**src/rtl/core/les_pkg.sv**
```systemverilog
// Shared types, reset values and saturating Q12.20 arithmetic for the Lorenz Euler step core.
package les_pkg;

  localparam int Q_W     = 32;
  localparam int FRAC_W  = 20;
  localparam int DT_W    = 20;
  localparam int PROD_W  = 2 * Q_W;
  localparam int SHIFT_W = PROD_W - FRAC_W;
  localparam int STAGES  = 10;

  typedef logic signed [Q_W-1:0]     q_t;
  typedef logic        [DT_W-1:0]    dt_t;
  typedef logic signed [PROD_W-1:0]  prod_t;
  typedef logic signed [SHIFT_W-1:0] shifted_t;
  typedef logic        [STAGES-1:0]  stage_vec_t;

  // Register indexes on the configuration port
  typedef enum logic [1:0] {
    CFG_SIGMA     = 2'd0,
    CFG_RHO       = 2'd1,
    CFG_BETA      = 2'd2,
    CFG_TIME_STEP = 2'd3
  } cfg_reg_t;

  typedef struct packed {
    q_t  sigma;
    q_t  rho;
    q_t  beta;
    dt_t time_step;
  } cfg_t;

  localparam q_t  SIGMA_RST     = 32'sd10485760;
  localparam q_t  RHO_RST       = 32'sd29360128;
  localparam q_t  BETA_RST      = 32'sd2796203;
  localparam dt_t TIME_STEP_RST = 20'd10486;

  localparam q_t    Q_MAX = {1'b0, {(Q_W-1){1'b1}}};
  localparam q_t    Q_MIN = {1'b1, {(Q_W-1){1'b0}}};
  localparam prod_t RND   = prod_t'(1) <<< (FRAC_W - 1);

  // Saturating sum of two Q values
  function automatic q_t sat_add(input q_t a, input q_t b);
    logic signed [Q_W:0] s;
    s = {a[Q_W-1], a} + {b[Q_W-1], b};
    if (s[Q_W] != s[Q_W-1]) begin
      return s[Q_W] ? Q_MIN : Q_MAX;
    end
    return s[Q_W-1:0];
  endfunction

  // Saturating difference a - b
  function automatic q_t sat_sub(input q_t a, input q_t b);
    logic signed [Q_W:0] s;
    s = {a[Q_W-1], a} - {b[Q_W-1], b};
    if (s[Q_W] != s[Q_W-1]) begin
      return s[Q_W] ? Q_MIN : Q_MAX;
    end
    return s[Q_W-1:0];
  endfunction

  // Fixed-point product: round half up, drop fraction bits, saturate
  function automatic q_t qmul(input q_t a, input q_t b);
    prod_t    p;
    shifted_t w;
    p = prod_t'(a) * prod_t'(b);
    p = p + RND;
    w = p[PROD_W-1:FRAC_W];
    if (w[SHIFT_W-1:Q_W-1] == '0 || w[SHIFT_W-1:Q_W-1] == '1) begin
      return w[Q_W-1:0];
    end
    return w[SHIFT_W-1] ? Q_MIN : Q_MAX;
  endfunction

  // Widen the unsigned time step to a non-negative Q operand
  function automatic q_t dt_to_q(input dt_t dt);
    return q_t'({{(Q_W-DT_W){1'b0}}, dt});
  endfunction

endpackage

```
**src/rtl/core/les_pipe_ctrl.sv**
```systemverilog
// Pipeline control: per-stage valid bits and bubble-collapsing load enables.
module les_pipe_ctrl import les_pkg::*; (
  input  logic       clk,
  input  logic       rst_n,
  input  logic       in_valid,
  output logic       in_ready,
  output logic       out_valid,
  input  logic       out_ready,
  output stage_vec_t en
);

  stage_vec_t vld_r;

  // A stage loads when it is empty or its word moves on
  always_comb begin
    en[STAGES-1] = ~vld_r[STAGES-1] | out_ready;
    for (int k = STAGES - 2; k >= 0; k--) begin
      en[k] = ~vld_r[k] | en[k+1];
    end
  end

  // Advance valid bits alongside the data
  always_ff @(posedge clk) begin
    if (!rst_n) begin
      vld_r <= '0;
    end else begin
      if (en[0]) begin
        vld_r[0] <= in_valid;
      end
      for (int k = 1; k < STAGES; k++) begin
        if (en[k]) begin
          vld_r[k] <= vld_r[k-1];
        end
      end
    end
  end

  assign in_ready  = en[0];
  assign out_valid = vld_r[STAGES-1];

`ifndef NO_ASSERTIONS
  // An open output lets every stage move
  a_ready_chain: assert property (@(posedge clk) disable iff (!rst_n)
    out_ready |-> (en == '1))
    else $error("stage enables low while output is open");

  // A blocked first stage holds its word
  a_hold_first: assert property (@(posedge clk) disable iff (!rst_n)
    (vld_r[0] && !en[0]) |=> vld_r[0])
    else $error("first stage dropped a stalled word");

  // Reset empties the pipeline
  a_reset_empty: assert property (@(posedge clk)
    !rst_n |=> (vld_r == '0))
    else $error("valid bits survive reset");
`endif

endmodule

```
**config.mk**
```make
export PLATFORM = sky130hd
export DESIGN_NAME = les_pipe_ctrl
export DESIGN_NICKNAME = d
export VERILOG_FILES = /design/src/rtl/core/les_pkg.sv /design/src/rtl/core/les_pipe_ctrl.sv
export SDC_FILE = /design/constraint.sdc
export NUM_CORES = 1
export LEC_CHECK = 0
export ABC_AREA = 0
export ABC_CLOCK_PERIOD_IN_PS = 1700
export CORE_AREA = 8 8 45 47
export CTS_CLUSTER_DIAMETER = 80
export CTS_CLUSTER_SIZE = 28
export DETAILED_ROUTE_END_ITERATION = 8
export DIE_AREA = 0 0 53 55
export DONT_BUFFER_PORTS = 1
export GPL_TIMING_DRIVEN = 0
export MAX_ROUTING_LAYER = met4
export SYNTH_ARGS = -nofsm -noshare
export SYNTH_HDL_FRONTEND = slang
export SYNTH_SLANG_ARGS = --single-unit
```
**constraint.sdc**
```tcl
create_clock -name clk -period 1.7 [get_ports clk]
set_clock_uncertainty 0.2 [all_clocks]
set_input_delay 0.34 -clock clk [delete_from_list [all_inputs] [get_ports clk]]
set_output_delay 0.34 -clock clk [all_outputs]
set_load 0.1 [all_outputs]
```
==> results.sh <==
export IMPL_yosysSeqAreaShare_pct=47.06
export IMPL_synth_cell_types=19
export IMPL_yosys_top_cells_area="dfxtp_1 47%, nand2_1 8.8%, o21ai_2 6.2%, o21a_1 5.3%, nand3_1 4.7%"
export IMPL_die_width_microns=53
export IMPL_relSlewSlack_pct=14.60
export IMPL_setup_violations=17
export IMPL_cap_violations=0
export IMPL_vias_per_cell=4.895
export IMPL_status="finished with violations"
export IMPL_drt_pass1_iter_count=2
export IMPL_clk_pin_slew_ns=0.07
export IMPL_synthAdderAreaFrac_pct=0
export IMPL_startpoint="vld_r[9]"
export IMPL_initial_core_util_pct=30.74
export IMPL_r2r_cells=8
export IMPL_yosys_top_cells_count="10 x dfxtp_1, 10 x nand2_1, 4 x nand3_1"
export IMPL_dieArea_sq_mm=0.002915
export IMPL_regArea_sq_um=203.9
export IMPL_synth_top_family_by_area="simple AND/OR/NAND/NOR gates"
export IMPL_grt_pass1_vias=396
export IMPL_fin_ws_ns=-1.677
export IMPL_synthesis_nets=53
export IMPL_crit_path_start_kind="register"
export IMPL_critPathTopFamily="simple AND/OR/NAND/NOR gates"
export IMPL_num_rows=14
export IMPL_ff2ff_setup_slack_ns=-0.22
export IMPL_critPathMaxFanout=3
export IMPL_r2r_start="vld_r[9]"
export IMPL_synth_top_flop_cell="dfxtp_1"
export IMPL_clk_latency_ns=0.26
export IMPL_wl_per_cell_microns=13.47
export IMPL_drc=0
export IMPL_synthCells=49
export IMPL_fin_crit_sh_pct=198.6
export IMPL_drt_total_wl_microns=1024
export IMPL_hold_path_depth=2
export IMPL_antenna_found_initial=0
export IMPL_synth_area_leader_cell="dfxtp_1"
export IMPL_crit_arrival_ns=2.84
export IMPL_drtIter0Drc=4
export IMPL_diodes=0
export IMPL_cts_buffers=3
export IMPL_synth_seq_cells=10
export IMPL_io_pins=16
export IMPL_clock_sinks=10
export IMPL_cts_tree="done"
export IMPL_die_height_microns=55
export IMPL_yosys_mux_area_fraction_pct=0
export IMPL_largest_reg_flops=10
export IMPL_grt_max_degree=11
export IMPL_coreArea_sq_mm=0.001384
export IMPL_post_route_min_period_ns=3.377
export IMPL_fin_setup_tns_ns=-8.223
export IMPL_avgSynthCellArea_sq_um=8.682
export IMPL_cpMaxStageDelayCell="nand4_1"
export IMPL_max_slew_worst_pin_slew_ns=1.277
export IMPL_multi_input_area_sq_um=267.8
export IMPL_powerDensity_mw_per_mm2=704.1
export IMPL_grt_setup_unrepaired="true"
export IMPL_syn_to_final_growth_pct=56.18
export IMPL_placed_cell_area_sq_um=493.0
export IMPL_grt_pass1_wl_microns=1821
export IMPL_fmax_mhz=296.1
export IMPL_yosys_area_top_type_share_pct=47.06
export IMPL_clock_path_buffers=2
export IMPL_top_register="vld_r"
export IMPL_vdd_drop_max_uv=377.6
export IMPL_num_vias=372
export IMPL_htree_levels=1
export IMPL_overflow=0
export IMPL_hold_viol_final=0
export IMPL_worst_path_buf_inv=1
export IMPL_layout_nets=65
export IMPL_required_ns=1.16
export IMPL_drv_slew=0
export IMPL_yosys_area_share_simple_pct=28.53
export IMPL_syn_area_sq_um=425.4
export IMPL_yosysWarnings=0
export IMPL_final_cell_area_sq_um=664.4
export IMPL_drive_gt1_share_pct=48.33
export IMPL_synth_edff_count=0
export IMPL_final_util_pct=48.01
export IMPL_crit_chain="and4b_1 > and3_4 > nand4_1 > buf_8"
export IMPL_synth_compound_area_share_pct=16.76
export IMPL_synthXorXnorAreaFrac_pct=0
export IMPL_hold_path_class="in2reg"
export IMPL_gp_congestion=0.7653
export IMPL_r2r_end="vld_r[4]"
export IMPL_hpwl_microns=686.3
export IMPL_numPortBuffers=0
export IMPL_synthArstFlopShare_pct=0
export IMPL_root_buffer="clkbuf_4"
export IMPL_min_to="vld_r[2]"
export IMPL_min_from="rst_n"
export IMPL_fill_cells=136
export IMPL_ant_nets=0
export IMPL_grt_usage_pct=9.050
export IMPL_path_class="reg2out"
export IMPL_violations="setup timing"
export IMPL_endpoint_kind="output pin"
export IMPL_leakage_uw=0.0002340
export IMPL_slowest_delay_ns=0.98
export IMPL_largestRegisters="vld_r: 10 flops"
## through the flow
step                std cells  hold slack (ns)  power, uW  worst slack (ns)
CTS                        75         0.008415      473.7            -1.685
global placement           65           0.2431      255.5            -1.452
global route               76         0.008794      496.9            -1.753
floorplan                  49           0.2214      253.2            -1.361
detailed placement         65           0.2520      255.7            -1.451
finish                     76          0.01693      467.8            -1.677
## timing repair
item / in CTS / in global routing
setup endpoints to repair: 14 / 17
gates resized for setup: 13 / 6
endpoints found under the hold margin: 1 / 0
setup buffers: 5 / 2
cloned: 0 / 0
pin swaps: 5 / 1
hold buffers: 1 / 0
## placed cells by master, fill, tap and decap left out, drive strengths merged
| master | instances |
|---|---|
| a21boi | 1 |
| a21oi | 1 |
| and3 | 2 |
| and4b | 1 |
| buf | 7 |
| clkbuf | 5 |
| clkinvlp | 1 |
| dfxtp | 10 |
| dlygate4sd3 | 1 |
| inv | 4 |
| nand2 | 10 |
| nand3 | 4 |
| nand4 | 2 |
| nor2 | 1 |
| nor2b | 2 |
| o21a | 3 |
| o21ai | 5 |
## final cells by class
cell class,instances,share of cell area (%)
plain buffers,2,2.825
clock buffers,4,5.461
inverters,5,7.156
multi-input cells,32,40.30
flip-flops and latches,10,30.70
well taps,16,3.013
repair buffers,7,10.55
## worst max path at each step
| stage | to | slack [ns] | depth (start not counted) |
|---|---|---|---|
| global placement | en[0] | -1.45 | 4 |
| global route | en[0] | -1.75 | 4 |
| detailed placement | en[0] | -1.45 | 4 |
| floorplan | en[0] | -1.36 | 4 |
| CTS | en[0] | -1.69 | 4 |
| finish | en[0] | -1.68 | 4 |
## power breakdown
group	switching, uW	internal (uW)	total (uW)
Sequential	6.09	236	242
Combinational	6.03	5.94	12.0
Clock	83.3	130	213
Total	95.4	372	468
## metal layers
layer | wire length, microns | global-route usage, % | vias to the layer above
met2 | 477 | 12.11 | 14
met5 | 0 | - | -
li1 | - | - | 186
met3 | 97 | 6.417 | 2
met1 | 438 | 10.00 | 170
met4 | 10 | 3.879 | 0
## cell families (layout without fill, tap and decap cells)
family | Yosys count | count (layout)
simple gates | 22 | 22
compound gates | 10 | 10
flops | 10 | 10
buf+inv | 7 | 18
No activity file was read; power rests on OpenSTA's default activity.
