$ cat config.mk
export PLATFORM = sky130hd
export DESIGN_NAME = les_cfg
export DESIGN_NICKNAME = d
export VERILOG_FILES = /design/src/rtl/core/les_pkg.sv /design/src/rtl/core/les_cfg.sv
export SDC_FILE = /design/constraint.sdc
export NUM_CORES = 1
export LEC_CHECK = 0
export ABC_CLOCK_PERIOD_IN_PS = 2000
export BUFFER_PORTS_ARGS = -buffer_cell sky130_fd_sc_hd__buf_2
export CAP_MARGIN = 20
export CELL_PAD_IN_SITES_DETAIL_PLACEMENT = 0
export CELL_PAD_IN_SITES_GLOBAL_PLACEMENT = 2
export CORE_MARGIN = 4
export CORE_UTILIZATION = 32
export DETAILED_ROUTE_END_ITERATION = 10
export PLACE_DENSITY = 0.81
export SYNTH_ARGS = -nofsm -noshare
export SYNTH_HDL_FRONTEND = slang
export SYNTH_SLANG_ARGS = --single-unit
$ cat constraint.sdc
create_clock -name clk -period 2 [get_ports clk]
set_input_delay 0.2 -clock clk [delete_from_list [all_inputs] [get_ports clk]]
set_output_delay 0.2 -clock clk [all_outputs]
set_load 0.005 [all_outputs]
$ cat src/rtl/core/les_pkg.sv
// Shared types, reset values and saturating Q12.20 arithmetic for the Lorenz Euler step core.
package les_pkg;

  localparam int Q_W     = 32;
  localparam int FRAC_W  = 20;
  localparam int DT_W    = 20;
  localparam int PROD_W  = 2 * Q_W;
  localparam int SHIFT_W = PROD_W - FRAC_W;
  localparam int STAGES  = 10;

  typedef logic signed [Q_W-1:0]     q_t;
  typedef logic        [DT_W-1:0]    dt_t;
  typedef logic signed [PROD_W-1:0]  prod_t;
  typedef logic signed [SHIFT_W-1:0] shifted_t;
  typedef logic        [STAGES-1:0]  stage_vec_t;

  // Register indexes on the configuration port
  typedef enum logic [1:0] {
    CFG_SIGMA     = 2'd0,
    CFG_RHO       = 2'd1,
    CFG_BETA      = 2'd2,
    CFG_TIME_STEP = 2'd3
  } cfg_reg_t;

  typedef struct packed {
    q_t  sigma;
    q_t  rho;
    q_t  beta;
    dt_t time_step;
  } cfg_t;

  localparam q_t  SIGMA_RST     = 32'sd10485760;
  localparam q_t  RHO_RST       = 32'sd29360128;
  localparam q_t  BETA_RST      = 32'sd2796203;
  localparam dt_t TIME_STEP_RST = 20'd10486;

  localparam q_t    Q_MAX = {1'b0, {(Q_W-1){1'b1}}};
  localparam q_t    Q_MIN = {1'b1, {(Q_W-1){1'b0}}};
  localparam prod_t RND   = prod_t'(1) <<< (FRAC_W - 1);

  // Saturating sum of two Q values
  function automatic q_t sat_add(input q_t a, input q_t b);
    logic signed [Q_W:0] s;
    s = {a[Q_W-1], a} + {b[Q_W-1], b};
    if (s[Q_W] != s[Q_W-1]) begin
      return s[Q_W] ? Q_MIN : Q_MAX;
    end
    return s[Q_W-1:0];
  endfunction

  // Saturating difference a - b
  function automatic q_t sat_sub(input q_t a, input q_t b);
    logic signed [Q_W:0] s;
    s = {a[Q_W-1], a} - {b[Q_W-1], b};
    if (s[Q_W] != s[Q_W-1]) begin
      return s[Q_W] ? Q_MIN : Q_MAX;
    end
    return s[Q_W-1:0];
  endfunction

  // Fixed-point product: round half up, drop fraction bits, saturate
  function automatic q_t qmul(input q_t a, input q_t b);
    prod_t    p;
    shifted_t w;
    p = prod_t'(a) * prod_t'(b);
    p = p + RND;
    w = p[PROD_W-1:FRAC_W];
    if (w[SHIFT_W-1:Q_W-1] == '0 || w[SHIFT_W-1:Q_W-1] == '1) begin
      return w[Q_W-1:0];
    end
    return w[SHIFT_W-1] ? Q_MIN : Q_MAX;
  endfunction

  // Widen the unsigned time step to a non-negative Q operand
  function automatic q_t dt_to_q(input dt_t dt);
    return q_t'({{(Q_W-DT_W){1'b0}}, dt});
  endfunction

endpackage

$ cat src/rtl/core/les_cfg.sv
// Configuration register file: sigma, rho, beta and time step.
module les_cfg import les_pkg::*; #(
  parameter int CFG_INDEX_W = 4
) (
  input  logic                   clk,
  input  logic                   rst_n,
  input  logic                   cfg_valid,
  output logic                   cfg_ready,
  input  logic [CFG_INDEX_W-1:0] cfg_index,
  input  logic [Q_W-1:0]         cfg_data,
  output cfg_t                   cfg
);

  cfg_t cfg_r;

  // Always take a write word; unknown indexes drop silently
  assign cfg_ready = 1'b1;
  assign cfg      = cfg_r;

  always_ff @(posedge clk) begin
    if (!rst_n) begin
      cfg_r.sigma     <= SIGMA_RST;
      cfg_r.rho       <= RHO_RST;
      cfg_r.beta      <= BETA_RST;
      cfg_r.time_step <= TIME_STEP_RST;
    end else if (cfg_valid) begin
      if (cfg_index == CFG_INDEX_W'(CFG_SIGMA)) begin
        cfg_r.sigma <= q_t'(cfg_data);
      end
      if (cfg_index == CFG_INDEX_W'(CFG_RHO)) begin
        cfg_r.rho <= q_t'(cfg_data);
      end
      if (cfg_index == CFG_INDEX_W'(CFG_BETA)) begin
        cfg_r.beta <= q_t'(cfg_data);
      end
      if (cfg_index == CFG_INDEX_W'(CFG_TIME_STEP)) begin
        cfg_r.time_step <= cfg_data[DT_W-1:0];
      end
    end
  end

endmodule

==> impl_metrics.env, run 1 <==
export IMPL_status="complete, no violations"
export IMPL_clk_pin_slew_ns=0.06
export IMPL_rsz0062_at_grt="false"
export IMPL_setup_viol=0
export IMPL_syn_inst=449
export IMPL_pin_count=156
export IMPL_ys_types=25
export IMPL_post_route_util_pct=44.5
export IMPL_tns_ns=0
export IMPL_synth_compound_area_share_pct=2.35
export IMPL_cts_buffer_depth=2
export IMPL_routed_top_layer="met5"
export IMPL_hpwl_mm=8.46
export IMPL_synth_xor_area_share_pct=0
export IMPL_worst_path_largest_cell_delay_ns=0.44
export IMPL_synthFlopType="dfxtp_1"
export IMPL_num_antenna_cells=0
export IMPL_numCtsBuffers=17
export IMPL_fp_dieArea_mm2=0.0159
export IMPL_worst_setup_path_end_kind="flop"
export IMPL_core_area_mm2=0.0135
export IMPL_cap_violations=0
export IMPL_synthAdderAreaFrac_pct=0
export IMPL_ff2ff_path_depth=3
export IMPL_clock_skew_ns=0
export IMPL_largest_reg_flops=116
export IMPL_cts_sink_count=116
export IMPL_clock_latency_ns=0.40
export IMPL_vias=3526
export IMPL_gr_total_overflow=0
export IMPL_syn_area_mm2=0.00448
export IMPL_ys_warn_count=0
export IMPL_path_cells="buf_2, nor4b_4, and2b_2, buf_12, mux2i_1"
export IMPL_period_needed_ns=1.21
export IMPL_ctsResizeCount=0
export IMPL_clock_fmax_mhz=828
export IMPL_crit_type="input pin to flop"
export IMPL_cp_slowest_cell="and2b_2"
export IMPL_placementRows=42
export IMPL_synthSimpleGateAreaFrac_pct=17.1
export IMPL_holdPathStages=3
export IMPL_ys_seq_area_share_pct=51.9
export IMPL_drt_iter0_drc=138
export IMPL_finalHoldViolCount=0
export IMPL_synth_mux_area_share_pct=23.3
export IMPL_final_common_cell="buf_2"
export IMPL_wirelength_mm=12.0
export IMPL_cts_tree="built"
export IMPL_grt_pass1_vias=3640
export IMPL_cp_arrival_ns=1.53
export IMPL_total_power_uw=5710
export IMPL_start_util_pct=33.3
export IMPL_hold_class="input pin to flop"
export IMPL_final_cell_mix="buf_2 (153), nand2_1 (123), dfxtp_1 (116)"
export IMPL_synth_net_count=488
export IMPL_routedWlPerCell_um=15.3
export IMPL_synth_edff_count=0
export IMPL_place_gp_congestion=0.785
export IMPL_drc=0
export IMPL_vdd_drop_max_uv=500
export IMPL_met3WireLength_um=865
export IMPL_postSynthAreaPerCell_um2=9.97
export IMPL_grt_total_usage_pct=15.1
export IMPL_die_w_um=126
export IMPL_syn_to_final_growth_pct=33.8
export IMPL_port_buffers=154
export IMPL_async_flop_share_pct=0
export IMPL_p_leak_uw=0.00279
export IMPL_fp_dieH_um=126
export IMPL_r2r_slack_ns=1.24
export IMPL_root_buffer="clkbuf_16"
export IMPL_slew_viol_final=0
export IMPL_postCtsSetupRepairBufs=0
export IMPL_cts_max_level=4
export IMPL_dr_pass1_iters=4
export IMPL_drive_above_1_share_pct=32.8
export IMPL_grt_max_degree=72
export IMPL_met1_length_mm=5.41
export IMPL_viasPerCell=4.49
export IMPL_synth_top_family_by_area="multiplexers"
export IMPL_worstPathRequired_ns=2.33
export IMPL_grt_pass1_wl_mm=19.2
export IMPL_ant_nets=0
export IMPL_fin_crit_sh_pct=60.4
export IMPL_p_per_area_mw_per_mm2=954
export IMPL_route_met2_wl_mm=5.54
export IMPL_antenna_found_initial=1
export IMPL_fin_nets=635
export IMPL_ctsHoldBuffers=0
export IMPL_crit_fanout=14
export IMPL_synth_ff_latch_count=116
export IMPL_crit_path_start_kind="input pin"
[where the power goes]
part           internal (uW)  leakage (uW)  switching, uW
logic                    110       0.00157            157
registers               2340      0.000938           16.2
clock network           1970      0.000286           1120
total                   4420       0.00279           1290
[cells by family after synthesis]
logic type,Yosys count
compound gates,18
buf+inv,42
flops,116
mux,104
other cells,1
simple gates,168
[area by class of cell]
type	instances	area, um2
Clock buffer	17	425
Clock inverter	15	183
Fill cell	1335	7470
Inverter	6	22.5
Multi-Input combinational cell	291	1920
Sequential cell	116	2320
Tap cell	176	220
Timing Repair Buffer	164	898
[worst paths after layout]
kind	start	to
hold / removal	cfg_data[9]	cfg[29]
setup reg to reg	cfg[41]	cfg[41]
setup / recovery	cfg_index[0]	cfg[109]
hold reg to reg	cfg[60]	cfg[60]
[synth_stat cells, drive strengths merged (6+ instances only)]
library cell	count	area share (%)
nor2b	25	3.5
clkbuf	14	1.2
nand2	124	11
buf	22	3.7
mux2i	104	23
nand3	6	0.67
a21oi	12	1.3
o211ai	6	1.0
inv	6	0.50
dfxtp	116	52
nand2b	6	0.84
[per-layer routing]
| metal | GRT usage, % | vias up |
|---|---|---|
| li1 | - | 1781 |
| met1 | 19.1 | 1624 |
| met2 | 23.2 | 104 |
| met3 | 5.80 | 15 |
| met4 | 5.87 | 2 |
| met5 | 0 | - |
[critical path: cells and delay by family]
family                 cells  cell delay [ns]
buffers and inverters      2             0.34
multiplexers               1             0.20
AND/OR/NAND/NOR            2             0.78
[per-stage QoR]
stage	hold WS [ns]	cell area [um2]	worst slack [ns]	instances
finish	0.0661	5990	0.792	785
global route	0.0625	5990	0.692	785
CTS	0.0513	5990	0.784	785
detailed placement	0.443	5380	0.374	753
global placement	0.441	5380	0.441	753
floorplan	0.342	4480	0.718	449
(Power assumes the default switching activity.)
==> run 2: changes to the inputs <==
--- a/config.mk
+++ b/config.mk
@@ -5,15 +5,16 @@
 export SDC_FILE = /design/constraint.sdc
 export NUM_CORES = 1
 export LEC_CHECK = 0
-export ABC_CLOCK_PERIOD_IN_PS = 2000
+export ABC_AREA = 1
+export ABC_CLOCK_PERIOD_IN_PS = 1050
 export BUFFER_PORTS_ARGS = -buffer_cell sky130_fd_sc_hd__buf_2
 export CAP_MARGIN = 20
 export CELL_PAD_IN_SITES_DETAIL_PLACEMENT = 0
 export CELL_PAD_IN_SITES_GLOBAL_PLACEMENT = 2
 export CORE_MARGIN = 4
-export CORE_UTILIZATION = 32
+export CORE_UTILIZATION = 24
 export DETAILED_ROUTE_END_ITERATION = 10
-export PLACE_DENSITY = 0.81
+export PLACE_DENSITY = 0.71
 export SYNTH_ARGS = -nofsm -noshare
 export SYNTH_HDL_FRONTEND = slang
 export SYNTH_SLANG_ARGS = --single-unit
==> constraint.sdc (replaced) <==
create_clock -name clk -period 1.05 [get_ports clk]
set_input_delay 0.105 -clock clk [delete_from_list [all_inputs] [get_ports clk]]
set_output_delay 0.105 -clock clk [all_outputs]
set_load 0.005 [all_outputs]
==> run 2 against run 1 <==
  * Clock power up 90%
  * Synthesized area up 17%
  * Synthesized cell count up 76%
  * Clock skew unchanged
  * First-iteration DRC count up 97%
  * Global-route usage up 1.0 points
  * Die area up 52%
==> impl_metrics.env, run 2 <==
export IMPL_crit_path_start_kind="flop"
export IMPL_setup_viol=0
export IMPL_synth_top_area_share_pct=44.3
export IMPL_pin_count=156
export IMPL_fp_dieArea_mm2=0.0243
export IMPL_placementRows=53
export IMPL_worst_path_buf_inv=1
export IMPL_cts_sink_count=116
export IMPL_ff2ff_path_depth=4
export IMPL_placed_area_mm2=0.00654
export IMPL_die_w_um=156
export IMPL_r2r_slack_ns=0.41
export IMPL_synth_area_leaders="dfxtp_1 (44%), nand4_1 (14%), nand2_1 (13%)"
export IMPL_synth_net_count=829
export IMPL_drc=0
export IMPL_holdPathEnd="cfg[27]"
export IMPL_async_flop_share_pct=0
export IMPL_antenna_found_initial=1
export IMPL_grt_pass1_vias=5188
export IMPL_root_buffer="clkbuf_16"
export IMPL_final_common_cell="nand2_1"
export IMPL_vdd_drop_max_uv=1210
export IMPL_fp_dieH_um=156
export IMPL_p_leak_uw=0.00373
export IMPL_viasPerCell=4.29
export IMPL_hold_class="input pin to flop"
export IMPL_vias=5301
export IMPL_routedWlPerCell_um=15.7
export IMPL_yosysMostFrequentCell="nand2_1"
export IMPL_final_setup_worst_slack_ns=0.0302
export IMPL_synth_ff_latch_count=116
export IMPL_pre_cts_slack_ns=-0.106
export IMPL_cts_max_level=4
export IMPL_start_util_pct=24.6
export IMPL_largest_reg_flops=116
export IMPL_numCtsBuffers=17
export IMPL_drt_iter0_drc=272
export IMPL_p_per_area_mw_per_mm2=1590
export IMPL_rsz0062_at_grt="false"
export IMPL_path_cells="buf_2"
export IMPL_hpwl_mm=13.9
export IMPL_cp_top_family="flip-flops"
export IMPL_clock_latency_ns=0.41
export IMPL_wirelength_mm=19.4
export IMPL_synth_edff_count=0
export IMPL_grt_pass1_wl_mm=30.0
export IMPL_ys_seq_area_share_pct=44.3
export IMPL_syn_area_mm2=0.00525
export IMPL_grt_max_degree=47
export IMPL_r2r_end="cfg[3]"
export IMPL_synth_largest_area_cell="dfxtp_1"
export IMPL_post_route_util_pct=34.2
export IMPL_syn_to_final_growth_pct=38.8
export IMPL_ys_warn_count=0
export IMPL_dpl_cell_count=1192
export IMPL_drive_above_1_share_pct=25.4
export IMPL_core_area_mm2=0.0213
export IMPL_final_cells=1237
export IMPL_rr_startpoint="cfg[3]"
export IMPL_finalHoldViolCount=0
export IMPL_postCtsSetupRepairBufs=0
export IMPL_clk_pin_slew_ns=0.06
export IMPL_grt_total_usage_pct=16.1
export IMPL_crit_fanout=2
export IMPL_place_gp_congestion=0.757
export IMPL_worst_setup_path_end_kind="output port"
export IMPL_synth_common_cells="nand2_1 (181), inv_1 (159), nor2_1 (123), dfxtp_1 (116), nand4_1 (116)"
export IMPL_fin_area_mm2=0.00728
export IMPL_gr_total_overflow=0
export IMPL_postSynthAreaPerCell_um2=6.64
export IMPL_ys_types=14
export IMPL_holdPathStages=3
export IMPL_cts_tree="built"
export IMPL_status="complete, no violations"
export IMPL_ant_nets=0
export IMPL_clock_skew_ns=0
export IMPL_crit_type="flop to output port"
export IMPL_syn_inst=790
export IMPL_cp_arrival_ns=0.91
export IMPL_fin_crit_sh_pct=97.1
export IMPL_final_cell_mix="nand2_1 (181), inv_1 (158), buf_2 (152)"
export IMPL_period_needed_ns=1.02
export IMPL_dr_pass1_iters=4
export IMPL_fillers=2359
export IMPL_cts_buffer_depth=2
export IMPL_holdWs_ns=0.0255
export IMPL_synthFlopType="dfxtp_1"
export IMPL_worst_path_largest_cell_delay_ns=0.37
export IMPL_slew_viol_final=0
export IMPL_port_buffers=154
export IMPL_cp_slowest_cell="dfxtp_1"
export IMPL_worstPathRequired_ns=0.94
export IMPL_fin_nets=987
export IMPL_clock_fmax_mhz=981
export IMPL_hp_start="cfg_data[7]"
export IMPL_cap_violations=0
-- run 2: cell types whose count changed in the layout (fill, tap and decap cells not counted), sizes merged, moves of 12 or more --
cell / change
inv: +152
nor2: +123
nand4: +115
mux2i: -104
nand2: +57
buf: +26
nor2b: -25
nand3: +23
a21oi: -12
dlygate4sd3: +12
-- run 2: worst max-delay path by stage --
stage	start	cells after the start	endpoint
6_report	cfg[11]	1	cfg[11]
5_1_grt	cfg[3]	1	cfg[3]
4_1_cts	cfg[105]	1	cfg[105]
3_5_place_dp	cfg_index[3]	8	cfg[80]
3_3_place_gp	cfg_index[3]	7	cfg[75]
2_1_floorplan	rst_n	4	cfg[105]
-- run 2: kinds of logic (layout without fill, tap and decap cells) --
group         count (synthesis)  after routing  synth area share [%]
buf+inv                     223            394                  17.1
flops                       116            116                  44.3
simple gates                450            450                  38.6
other cells                   1              2                0.0715
-- run 2: layout make-up --
class	count	area [um2]	area share, %
timing repair buffer	202	1350	18.6
sequential	116	2350	32.2
multi-input combinational	451	2040	28.1
inverter	160	601	8.25
clock buffer	24	492	6.75
antenna	1	2.50	0.0344
tap	275	344	4.73
clock inverter	8	98.8	1.36
-- run 2: metal layers --
layer | part of all wire [%] | track usage (%) | vias up
li1 | - | - | 2756
met1 | 48 | 22.5 | 2388
met2 | 45 | 24.2 | 149
met3 | 6.5 | 4.72 | 8
met4 | 0.80 | 4.21 | 0
met5 | 0 | 0 | -
-- run 2: through the flow --
| step | setup TNS [ns] | power, uW |
|---|---|---|
| floorplan | 0 | 5230 |
| global placement | -9.38 | 5780 |
| detailed placement | -8.95 | 5770 |
| CTS | 0 | 11700 |
| global route | 0 | 12100 |
| finish | 0 | 11600 |
-- run 2: power breakdown --
| group | switching, uW | internal [uW] |
|---|---|---|
| Clock | 2120 | 3740 |
| Sequential | 56.2 | 4510 |
| Combinational | 708 | 432 |
-- run 2: worst reg2reg max path, delay by kind of cell, from the launching register on --
family,cells,cell delay [ns]
buf+inv,2,0.08
flops,1,0.36
simple gates,2,0.14
-- run 2: timing repair --
| action | CTS | global route |
|---|---|---|
| setup endpoints to repair | 5 | 15 |
| resized for setup | 5 | 15 |
| hold buffers | 12 | 0 |
| endpoints found under the hold margin | 13 | 0 |
